==> config.mk <==
export PLATFORM = sky130hd
export DESIGN_NAME = bitmask_signature_table_matcher_top
export DESIGN_NICKNAME = d
export VERILOG_FILES = /design/src/rtl/bstm_pkg.sv /design/src/rtl/bitmask_signature_table_matcher_top.sv /design/src/rtl/bstm_front.sv /design/src/rtl/bstm_back.sv
export SDC_FILE = /design/constraint.sdc
export NUM_CORES = 2
export LEC_CHECK = 0
export BUFFER_PORTS_ARGS = -buffer_cell sky130_fd_sc_hd__buf_2
export CORE_ASPECT_RATIO = 0.9
export CORE_MARGIN = 8
export CORE_UTILIZATION = 30
export DETAILED_ROUTE_END_ITERATION = 12
export PLACE_DENSITY_LB_ADDON = 0.3
export RECOVER_POWER = 50
export SYNTH_ARGS = -nofsm -noshare
export SYNTH_HDL_FRONTEND = slang
export SYNTH_MEMORY_MAX_BITS = 65536
export SYNTH_SLANG_ARGS = --single-unit
export TNS_END_PERCENT = 10
==> constraint.sdc <==
create_clock -name clk -period 17.15 [get_ports clk]
set_input_delay 2.5725 -clock clk [delete_from_list [all_inputs] [get_ports clk]]
set_output_delay 2.5725 -clock clk [all_outputs]
set_load 0.02 [all_outputs]
==> src/rtl/bstm_pkg.sv <==
// Shared types and constants for the bitmask signature table matcher.
// Depends on nothing; imported by every module of the block.
`timescale 1ns / 1ps

package bstm_pkg;

  localparam int MAX_ENTRIES_DEF = 64;
  localparam int SIG_BITS_DEF    = 64;
  localparam int QUEUE_DEPTH     = 2;

  localparam int MODE_W   = 3;
  localparam int IDX_W    = 6;
  localparam int BIT_W    = 6;
  localparam int QUERY_W  = 64;
  localparam int RIDX_W   = 7;
  localparam int STAT_W   = 2;

  localparam int IN_DATA_W  = 80;
  localparam int OUT_DATA_W = 16;

  typedef enum logic [MODE_W-1:0] {
    OP_ADD    = 3'd0,
    OP_REMOVE = 3'd1,
    OP_SET    = 3'd2,
    OP_CLR    = 3'd3,
    OP_GET    = 3'd4,
    OP_MATCH  = 3'd5,
    OP_CLEAR  = 3'd6,
    OP_BAD    = 3'd7
  } op_t;

  typedef enum logic [STAT_W-1:0] {
    ST_OK    = 2'd0,
    ST_RANGE = 2'd1,
    ST_FULL  = 2'd2
  } status_t;

  typedef struct packed {
    op_t                op;
    logic [IDX_W-1:0]   entry_index;
    logic [BIT_W-1:0]   bit_index;
    logic               bit_ok;
    logic               query_ok;
    logic [QUERY_W-1:0] query_mask;
  } cmd_t;

  typedef struct packed {
    logic [RIDX_W-1:0] result_index;
    logic              bit_value;
    logic              found;
    status_t           status;
    logic              last;
  } res_t;

endpackage

==> src/rtl/bitmask_signature_table_matcher_top.sv <==
// Bitmask signature table matcher: top level.
// Command items enter on in_*, result items leave on out_*.
// Depends on bstm_pkg, bstm_front and bstm_back.
//
// Each input item is one command, selected by in_tuser (add, remove,
// set/clear/get bit, match, clear all). Every command returns one result
// item, except match, which returns one per matching entry in index order
// (not-found result when none match); out_tlast marks a command's final
// result.
// A two-entry command queue separates the accepting front from the
// executing back, so in_tready stays high while the back is busy or the
// result register is stalled, until the queue fills.
// Add, clear all and unused codes give their result from the execute
// state; remove and the bit commands first read the signature memory and
// give it from the move or bit state, unless their index is out of range
// or the remove is trivial. A match reads one entry per cycle through the
// read port of the signature memory, pausing while a result waits on out_tready.
// When out_tready is low the held result stays put and the back waits.
// Reset (rst_n low, synchronous) empties the queue and sets the entry
// count to zero; the signature memory is not cleared.
`timescale 1ns / 1ps

module bitmask_signature_table_matcher_top
  import bstm_pkg::*;
#(
  parameter int MAX_ENTRIES = MAX_ENTRIES_DEF,
  parameter int SIG_BITS    = SIG_BITS_DEF
) (
  input  logic                  clk,
  input  logic                  rst_n,
  input  logic                  in_tvalid,
  output logic                  in_tready,
  // entry_index[5:0], bit_index[11:6], query_mask[75:12], zero[79:76]
  input  logic [IN_DATA_W-1:0]  in_tdata,
  // mode[2:0]
  input  logic [MODE_W-1:0]     in_tuser,
  output logic                  out_tvalid,
  input  logic                  out_tready,
  // result_index[6:0], bit_value[7], found[8], status[10:9], zero[15:11]
  output logic [OUT_DATA_W-1:0] out_tdata,
  output logic                  out_tlast
);

  logic q_valid;
  logic q_pop;
  cmd_t q_cmd;
  res_t res;

  bstm_front #(
    .SIG_BITS (SIG_BITS)
  ) u_front (
    .clk         (clk),
    .rst_n       (rst_n),
    .in_valid    (in_tvalid),
    .in_ready    (in_tready),
    .mode        (in_tuser),
    .entry_index (in_tdata[5:0]),
    .bit_index   (in_tdata[11:6]),
    .query_mask  (in_tdata[75:12]),
    .q_valid     (q_valid),
    .q_cmd       (q_cmd),
    .q_pop       (q_pop)
  );

  bstm_back #(
    .MAX_ENTRIES (MAX_ENTRIES),
    .SIG_BITS    (SIG_BITS)
  ) u_back (
    .clk       (clk),
    .rst_n     (rst_n),
    .q_valid   (q_valid),
    .q_cmd     (q_cmd),
    .q_pop     (q_pop),
    .out_valid (out_tvalid),
    .out_res   (res),
    .out_ready (out_tready)
  );

  assign out_tdata = {5'b0, res.status, res.found, res.bit_value, res.result_index};
  assign out_tlast = res.last;

endmodule

==> src/rtl/bstm_front.sv <==
// Front end: accepts command items, classifies them and queues them.
// Depends on bstm_pkg.
`timescale 1ns / 1ps

module bstm_front
  import bstm_pkg::*;
#(
  parameter int SIG_BITS = SIG_BITS_DEF
) (
  input  logic               clk,
  input  logic               rst_n,
  input  logic               in_valid,
  output logic               in_ready,
  input  logic [MODE_W-1:0]  mode,
  input  logic [IDX_W-1:0]   entry_index,
  input  logic [BIT_W-1:0]   bit_index,
  input  logic [QUERY_W-1:0] query_mask,
  output logic               q_valid,
  output cmd_t               q_cmd,
  input  logic               q_pop
);

  localparam int SB = ((SIG_BITS + 7) / 8) * 8;
  localparam logic [QUERY_W-1:0] QMASK =
    (SB >= QUERY_W) ? {QUERY_W{1'b1}} : ((QUERY_W'(1) << SB) - QUERY_W'(1));
  localparam int PW = $clog2(QUEUE_DEPTH);
  localparam int LW = $clog2(QUEUE_DEPTH + 1);

  cmd_t          buf_r [QUEUE_DEPTH];
  logic [PW-1:0] wr_ptr_r, wr_ptr_nxt;
  logic [PW-1:0] rd_ptr_r, rd_ptr_nxt;
  logic [LW-1:0] level_r, level_nxt;
  logic          push;
  cmd_t          cmd_in;

  always_comb begin
    cmd_in             = '0;
    cmd_in.op          = op_t'(mode);
    cmd_in.entry_index = entry_index;
    cmd_in.bit_index   = bit_index;
    cmd_in.bit_ok      = ({1'b0, bit_index} < 7'(SB));
    cmd_in.query_ok    = ((query_mask & ~QMASK) == '0);
    cmd_in.query_mask  = query_mask;
  end

  assign in_ready = (level_r != LW'(QUEUE_DEPTH));
  assign push     = in_valid && in_ready;
  assign q_valid  = (level_r != '0);
  assign q_cmd    = buf_r[rd_ptr_r];

  always_comb begin
    wr_ptr_nxt = wr_ptr_r;
    rd_ptr_nxt = rd_ptr_r;
    level_nxt  = level_r;
    if (push) begin
      wr_ptr_nxt = (wr_ptr_r == PW'(QUEUE_DEPTH - 1)) ? '0 : wr_ptr_r + 1'b1;
    end
    if (q_pop) begin
      rd_ptr_nxt = (rd_ptr_r == PW'(QUEUE_DEPTH - 1)) ? '0 : rd_ptr_r + 1'b1;
    end
    if (push && !q_pop) begin
      level_nxt = level_r + 1'b1;
    end else if (!push && q_pop) begin
      level_nxt = level_r - 1'b1;
    end
  end

  always_ff @(posedge clk) begin
    if (!rst_n) begin
      wr_ptr_r <= '0;
      rd_ptr_r <= '0;
      level_r  <= '0;
    end else begin
      wr_ptr_r <= wr_ptr_nxt;
      rd_ptr_r <= rd_ptr_nxt;
      level_r  <= level_nxt;
    end
  end

  always_ff @(posedge clk) begin
    if (push) begin
      buf_r[wr_ptr_r] <= cmd_in;
    end
  end

  a_level_bound: assert property (@(posedge clk) disable iff (!rst_n)
    level_r <= LW'(QUEUE_DEPTH))
    else $error("queue level above depth");

  a_pop_nonempty: assert property (@(posedge clk) disable iff (!rst_n)
    q_pop |-> level_r != '0)
    else $error("pop from empty queue");

  a_level_track: assert property (@(posedge clk) disable iff (!rst_n)
    (push && !q_pop) |=> level_r == $past(level_r) + 1'b1)
    else $error("queue level lost a push");

endmodule

==> src/rtl/bstm_back.sv <==
// Back end: executes queued commands against the signature memory and
// entry count, and holds the result item register. Depends on bstm_pkg.
`timescale 1ns / 1ps

module bstm_back
  import bstm_pkg::*;
#(
  parameter int MAX_ENTRIES = MAX_ENTRIES_DEF,
  parameter int SIG_BITS    = SIG_BITS_DEF
) (
  input  logic clk,
  input  logic rst_n,
  input  logic q_valid,
  input  cmd_t q_cmd,
  output logic q_pop,
  output logic out_valid,
  output res_t out_res,
  input  logic out_ready
);

  localparam int SB = ((SIG_BITS + 7) / 8) * 8;
  localparam int AW = $clog2(MAX_ENTRIES);
  localparam int CW = $clog2(MAX_ENTRIES + 1);
  localparam int XW = (CW > IDX_W) ? CW : IDX_W;

  typedef enum logic [5:0] {
    S_IDLE = 6'b000001,
    S_EXEC = 6'b000010,
    S_MOVE = 6'b000100,
    S_BIT  = 6'b001000,
    S_SCAN = 6'b010000,
    S_DONE = 6'b100000
  } state_t;

  logic [SB-1:0] mem [MAX_ENTRIES];
  logic [SB-1:0] rd_data_r;

  state_t        state_r, state_nxt;
  cmd_t          cmd_r;
  logic [CW-1:0] count_r, count_nxt;
  logic [AW-1:0] scan_idx_r, scan_idx_nxt;
  logic          pend_valid_r, pend_valid_nxt;
  logic [AW-1:0] pend_idx_r, pend_idx_nxt;
  logic          out_valid_r;
  res_t          out_res_r;

  logic          mem_we, mem_re;
  logic [AW-1:0] mem_waddr, mem_raddr;
  logic [SB-1:0] mem_wdata;
  logic          emit;
  res_t          emit_res;
  logic          out_free;

  logic          idx_oor, full, rm_trivial, hit, scan_end;
  logic [CW-1:0] count_dec;
  logic [SB-1:0] q_masked, bitsel, shifted;

  assign out_free   = !out_valid_r || out_ready;
  assign count_dec  = count_r - 1'b1;
  assign idx_oor    = XW'(cmd_r.entry_index) >= XW'(count_r);
  assign full       = (count_r == CW'(MAX_ENTRIES));
  assign rm_trivial = (count_dec == '0) || (XW'(count_dec) == XW'(cmd_r.entry_index));
  assign q_masked   = cmd_r.query_mask[SB-1:0];
  assign hit        = ((rd_data_r & q_masked) == q_masked);
  assign scan_end   = (scan_idx_r == AW'(count_dec));
  assign bitsel     = {{(SB-1){1'b0}}, 1'b1} << cmd_r.bit_index;
  assign shifted    = rd_data_r >> cmd_r.bit_index;

  always_comb begin
    state_nxt      = state_r;
    count_nxt      = count_r;
    scan_idx_nxt   = scan_idx_r;
    pend_valid_nxt = pend_valid_r;
    pend_idx_nxt   = pend_idx_r;
    mem_we         = 1'b0;
    mem_waddr      = '0;
    mem_wdata      = '0;
    mem_re         = 1'b0;
    mem_raddr      = '0;
    q_pop          = 1'b0;
    emit           = 1'b0;
    emit_res       = '0;
    emit_res.last  = 1'b1;

    unique case (state_r)
      S_IDLE: begin
        if (q_valid) begin
          q_pop     = 1'b1;
          state_nxt = S_EXEC;
        end
      end
      S_EXEC: begin
        unique case (cmd_r.op)
          OP_ADD: begin
            if (out_free) begin
              emit      = 1'b1;
              state_nxt = S_IDLE;
              if (full) begin
                emit_res.status = ST_FULL;
              end else begin
                mem_we                = 1'b1;
                mem_waddr             = AW'(count_r);
                emit_res.result_index = RIDX_W'(count_r);
                count_nxt             = count_r + 1'b1;
              end
            end
          end
          OP_REMOVE: begin
            if (idx_oor || rm_trivial) begin
              if (out_free) begin
                emit      = 1'b1;
                state_nxt = S_IDLE;
                if (idx_oor) begin
                  emit_res.status = ST_RANGE;
                end else begin
                  count_nxt = count_dec;
                end
              end
            end else begin
              mem_re    = 1'b1;
              mem_raddr = AW'(count_dec);
              state_nxt = S_MOVE;
            end
          end
          OP_SET, OP_CLR, OP_GET: begin
            if (idx_oor) begin
              if (out_free) begin
                emit            = 1'b1;
                emit_res.status = ST_RANGE;
                state_nxt       = S_IDLE;
              end
            end else begin
              mem_re    = 1'b1;
              mem_raddr = AW'(cmd_r.entry_index);
              state_nxt = S_BIT;
            end
          end
          OP_MATCH: begin
            if (!cmd_r.query_ok || count_r == '0) begin
              if (out_free) begin
                emit      = 1'b1;
                state_nxt = S_IDLE;
              end
            end else begin
              mem_re         = 1'b1;
              mem_raddr      = '0;
              scan_idx_nxt   = '0;
              pend_valid_nxt = 1'b0;
              state_nxt      = S_SCAN;
            end
          end
          OP_CLEAR: begin
            if (out_free) begin
              emit      = 1'b1;
              count_nxt = '0;
              state_nxt = S_IDLE;
            end
          end
          default: begin
            if (out_free) begin
              emit            = 1'b1;
              emit_res.status = ST_RANGE;
              state_nxt       = S_IDLE;
            end
          end
        endcase
      end
      S_MOVE: begin
        if (out_free) begin
          mem_we                = 1'b1;
          mem_waddr             = AW'(cmd_r.entry_index);
          mem_wdata             = rd_data_r;
          count_nxt             = count_dec;
          emit                  = 1'b1;
          emit_res.result_index = RIDX_W'(count_dec);
          state_nxt             = S_IDLE;
        end
      end
      S_BIT: begin
        if (out_free) begin
          emit      = 1'b1;
          state_nxt = S_IDLE;
          mem_waddr = AW'(cmd_r.entry_index);
          if (cmd_r.op == OP_SET) begin
            mem_we    = cmd_r.bit_ok;
            mem_wdata = rd_data_r | bitsel;
          end else if (cmd_r.op == OP_CLR) begin
            mem_we    = cmd_r.bit_ok;
            mem_wdata = rd_data_r & ~bitsel;
          end else begin
            emit_res.bit_value = cmd_r.bit_ok & shifted[0];
          end
        end
      end
      S_SCAN: begin
        if (!(hit && pend_valid_r && !out_free)) begin
          if (hit) begin
            if (pend_valid_r) begin
              emit                  = 1'b1;
              emit_res.result_index = RIDX_W'(pend_idx_r);
              emit_res.found        = 1'b1;
              emit_res.last         = 1'b0;
            end
            pend_valid_nxt = 1'b1;
            pend_idx_nxt   = scan_idx_r;
          end
          if (scan_end) begin
            state_nxt = S_DONE;
          end else begin
            mem_re       = 1'b1;
            mem_raddr    = AW'(scan_idx_r + 1'b1);
            scan_idx_nxt = AW'(scan_idx_r + 1'b1);
          end
        end
      end
      S_DONE: begin
        if (out_free) begin
          emit      = 1'b1;
          state_nxt = S_IDLE;
          if (pend_valid_r) begin
            emit_res.result_index = RIDX_W'(pend_idx_r);
            emit_res.found        = 1'b1;
          end
        end
      end
      default: begin
        state_nxt = S_IDLE;
      end
    endcase
  end

  always_ff @(posedge clk) begin
    if (!rst_n) begin
      state_r      <= S_IDLE;
      count_r      <= '0;
      pend_valid_r <= 1'b0;
      out_valid_r  <= 1'b0;
    end else begin
      state_r      <= state_nxt;
      count_r      <= count_nxt;
      pend_valid_r <= pend_valid_nxt;
      if (emit) begin
        out_valid_r <= 1'b1;
      end else if (out_ready) begin
        out_valid_r <= 1'b0;
      end
    end
  end

  always_ff @(posedge clk) begin
    scan_idx_r <= scan_idx_nxt;
    pend_idx_r <= pend_idx_nxt;
    if (q_pop) begin
      cmd_r <= q_cmd;
    end
    if (emit) begin
      out_res_r <= emit_res;
    end
  end

  always_ff @(posedge clk) begin
    if (mem_we) begin
      mem[mem_waddr] <= mem_wdata;
    end
  end

  always_ff @(posedge clk) begin
    if (mem_re) begin
      rd_data_r <= mem[mem_raddr];
    end
  end

  assign out_valid = out_valid_r;
  assign out_res   = out_res_r;

  a_count_bound: assert property (@(posedge clk) disable iff (!rst_n)
    count_r <= CW'(MAX_ENTRIES))
    else $error("entry count above table size");

  a_no_overwrite: assert property (@(posedge clk) disable iff (!rst_n)
    emit |-> out_free)
    else $error("result register overwritten");

  a_scan_live: assert property (@(posedge clk) disable iff (!rst_n)
    state_r == S_SCAN |-> CW'(scan_idx_r) < count_r)
    else $error("scan beyond live entries");

  a_last_ends: assert property (@(posedge clk) disable iff (!rst_n)
    (emit && emit_res.last) |=> state_r == S_IDLE)
    else $error("command continued after last result");

endmodule
==> metrics.txt <==
run status finished, violations left; failing checks max-capacitance violations, max-slew violations; CTS max path bufs 4; max-cap viol count 95; Min-Delay Path Class register to register; kind of critical path input pin to register; CTS buffer count 460; Lkg Pwr roughly 73 nW; final slew viol count just under 5k; CTS tree yes; vias per inst 5.40; synth-to-layout area growth 13.8%; Die Area 620000 um^2; Post-CTS Resized 0; wire per inst 28.7 um; Die X 829 um; r2r worst-path depth 10; setup repair after global routing missed its margin false; Final Hold Fails 0; Buf/Inv on CP 3; top-count cell post-synth edfxtp_1; I/O pin count 106; Final setup viols 0; pwr dens 112 nW/um^2; Seq/Total Area, Yosys 74.6%; Worst-path clk slew 60 ps; pre-CTS WS 8050 ps; fillers 56.9k; Hold Path Depth 1; Slew headroom -419%; total number of vias 108k; Detailed Route Iter0 Violations between 10k and 15k; Worst Path Max Fanout between 60 and 70; period utilization 68.1%; Yosys reg bits 4440; initial antenna violation count 54; Worst R2R Start u_back.state_r[5]; gr ovfl total 0; first-pass GRT wire length 798 mm; syn avg cell area 15.2 um^2; top cell family by delay on the critical path buffers and inverters; gpl congestion 0.823; Final WS setup 5470 ps; fraction of layout cells with a size suffix above 1 8.91%; crit path from out_tready; total track usage about 18%; clock latency on the worst-skew pair 1060 ps; setup_tns 0 ps; vias in the first global route between 100k and 150k; CTS Hold Bufs 0; initial core utilization between 30% and 40%; Syn Std Cell Area 179000 um^2; Synth area leaders edfxtp_1 (74%), mux2i_1 (6.2%), nand2_1 (4.5%), a211oi_1 (2.4%), a311oi_1 (2.1%); core box area between 500000 and 600000 um^2; Post-synth top flop edfxtp_1; post-synth top area share 74.4%; skew final roughly 100 ps; Worst Tran Pin Value between 7000 and 8000 ps; DP Area around 190000 um^2; worst hold start u_front.buf_r[1][16]; drt first pass iters 6; largest net degree at the start of global routing 170; Critical Path Start Type input pin; peak supply drop between 0.0001 and 0.00015 V; placed insts 19.2k; critical path depth 11; row cnt 269; Final Cell Area 203000 um^2; yosys warns 0; slowest stage delay, CP around 5400 ps; Worst Path Required 17500 ps; Post-synth EDFFs 4421; Crit. End Element register; Cell Chain, Critical Path buf_2 -> nand2b_1 -> nand3_1 -> or2_2 -> clkbuf_1 -> nand2_1 -> nor2_1 -> nor2b_1 -> nand2_1 -> nor2_4 -> clkbuf_1; synth unique cells 85; hpwl dp around 310 mm; Syn Inst Count 11.7k; post-CTS setup buffers 0; crit path time final 11680 ps; CTS root buf clkbuf_16; Slowest cell on crit path clkbuf_1; htree depth 5; Post-Layout Cell Count 20.1k; drt drc 0; Max Clk Rate around 86 MHz; Sink Count about 4.4k; Final Power 0.0228 W; Synth area leader edfxtp_1; die height 748 um; FFs w/ async S/R, synth 0%; synth cell count leaders edfxtp_1 (4421), nand2_1 (2159), mux2i_1 (1099), a211oi_1 (567), nand3_1 (514); IO buf count 96; Layout Nets 11.9k; DRT Wirelength 575 mm; post-route ant nets 0; Arr. time, crit path 12030 ps
metrics by stage:
stage                     hold WS [ps]  utilization [%]
after floorplan                    469                -
after global placement             491             31.9
after detailed placement           510             31.9
after CTS                          488             34.3
after global routing               502             34.2
final                              492             34.2
sequential cells by signal (all words and copies together), names as in the netlist:
signal	flops
u_front.level_r	2
u_back.out_valid	1
u_back.count_r	7
u_back.scan_idx_r	6
u_front.buf_r	158
u_back.q_masked	64
u_back.cmd_r	15
u_back.rd_data_r	64
u_back.state_r	6
u_back.mem	4096
u_back.pend_idx_r	6
u_front.wr_ptr_r	1
u_front.rd_ptr_r	1
u_back.out_res	12
u_back.pend_valid_r	1
cell families after synthesis:
family | Yosys count | synth area share, %
adders and majority gates | 12 | 0.0841
muxes | 1227 | 7.14
DFF | 4440 | 74.6
other | 1 | 0.00210
buffers and inverters | 884 | 2.17
and+or+nand+nor | 3663 | 9.68
xor gates and xnor gates | 27 | 0.148
AOI/OAI and AO/OA | 1477 | 6.21
cell type report:
cell class	instances	area, um^2	area share, %
well taps	7859	9830	4.84
clock buffers	579	12100	5.96
diodes	15	37.5	0.0185
flip-flops and latches	4440	133000	65.5
clock inverters	268	2320	1.14
inverters	33	124	0.0610
multi-input cells	6411	42500	20.9
repair buffers	455	3090	1.52
final timing paths:
| path | endpoint | slack (ps) |
|---|---|---|
| setup / recovery | u_back.mem[23][49] | 5470 |
| hold / removal | u_back.q_masked[16] | 490 |
| setup reg to reg | u_back.mem[23][49] | 6380 |
| hold reg to reg | u_back.q_masked[16] | 490 |
cell usage in the layout, fill, tap and decap left out, types with 72 or more instances in the layout:
| master | netlist | routed |
|---|---|---|
| a211oi_1 | 567 | 567 |
| nor3_1 | 72 | 72 |
| a31oi_1 | 73 | 74 |
| o21ai_0 | 161 | 125 |
| a21oi_1 | 101 | 101 |
| clkinv_1 | 1 | 135 |
| nand2_1 | 2159 | 2154 |
| clkbuf_16 | 0 | 467 |
| buf_4 | 58 | 257 |
| and3_1 | 223 | 222 |
| nand3_1 | 514 | 512 |
| edfxtp_1 | 4421 | 4421 |
| a311oi_1 | 427 | 427 |
| clkbuf_1 | 475 | 273 |
| nor2_1 | 129 | 87 |
| mux2i_1 | 1099 | 1099 |
| and4_1 | 277 | 277 |
power breakdown:
part | switching, W | internal, W | leakage (nW)
combinational | 0.000665 | 0.000318 | 23.7
clock | 0.00426 | 0.00542 | 7.01
sequential | 0.000113 | 0.0120 | 42.0
per-layer routing:
layer / track usage, % / part of all wire, % / up-vias
li1: - / - / 45900
met1: 25.8 / 44 / 56300
met2: 26.8 / 44 / 4987
met3: 3.07 / 9.1 / 981
met4: 4.99 / 3.2 / 28
met5: 0 / 0.034 / -
worst reg2reg max path, cell delays in order (launching register included):
cell      delay [ps]
dfxtp_1          410
nor4_1           600
nand3_1          260
or2_2            350
clkbuf_1        1130
nand2_1          430
nor2_1           130
nor2b_1          520
nand2_1          620
nor2_4           220
clkbuf_1        5440
(Power assumes the default switching activity.)
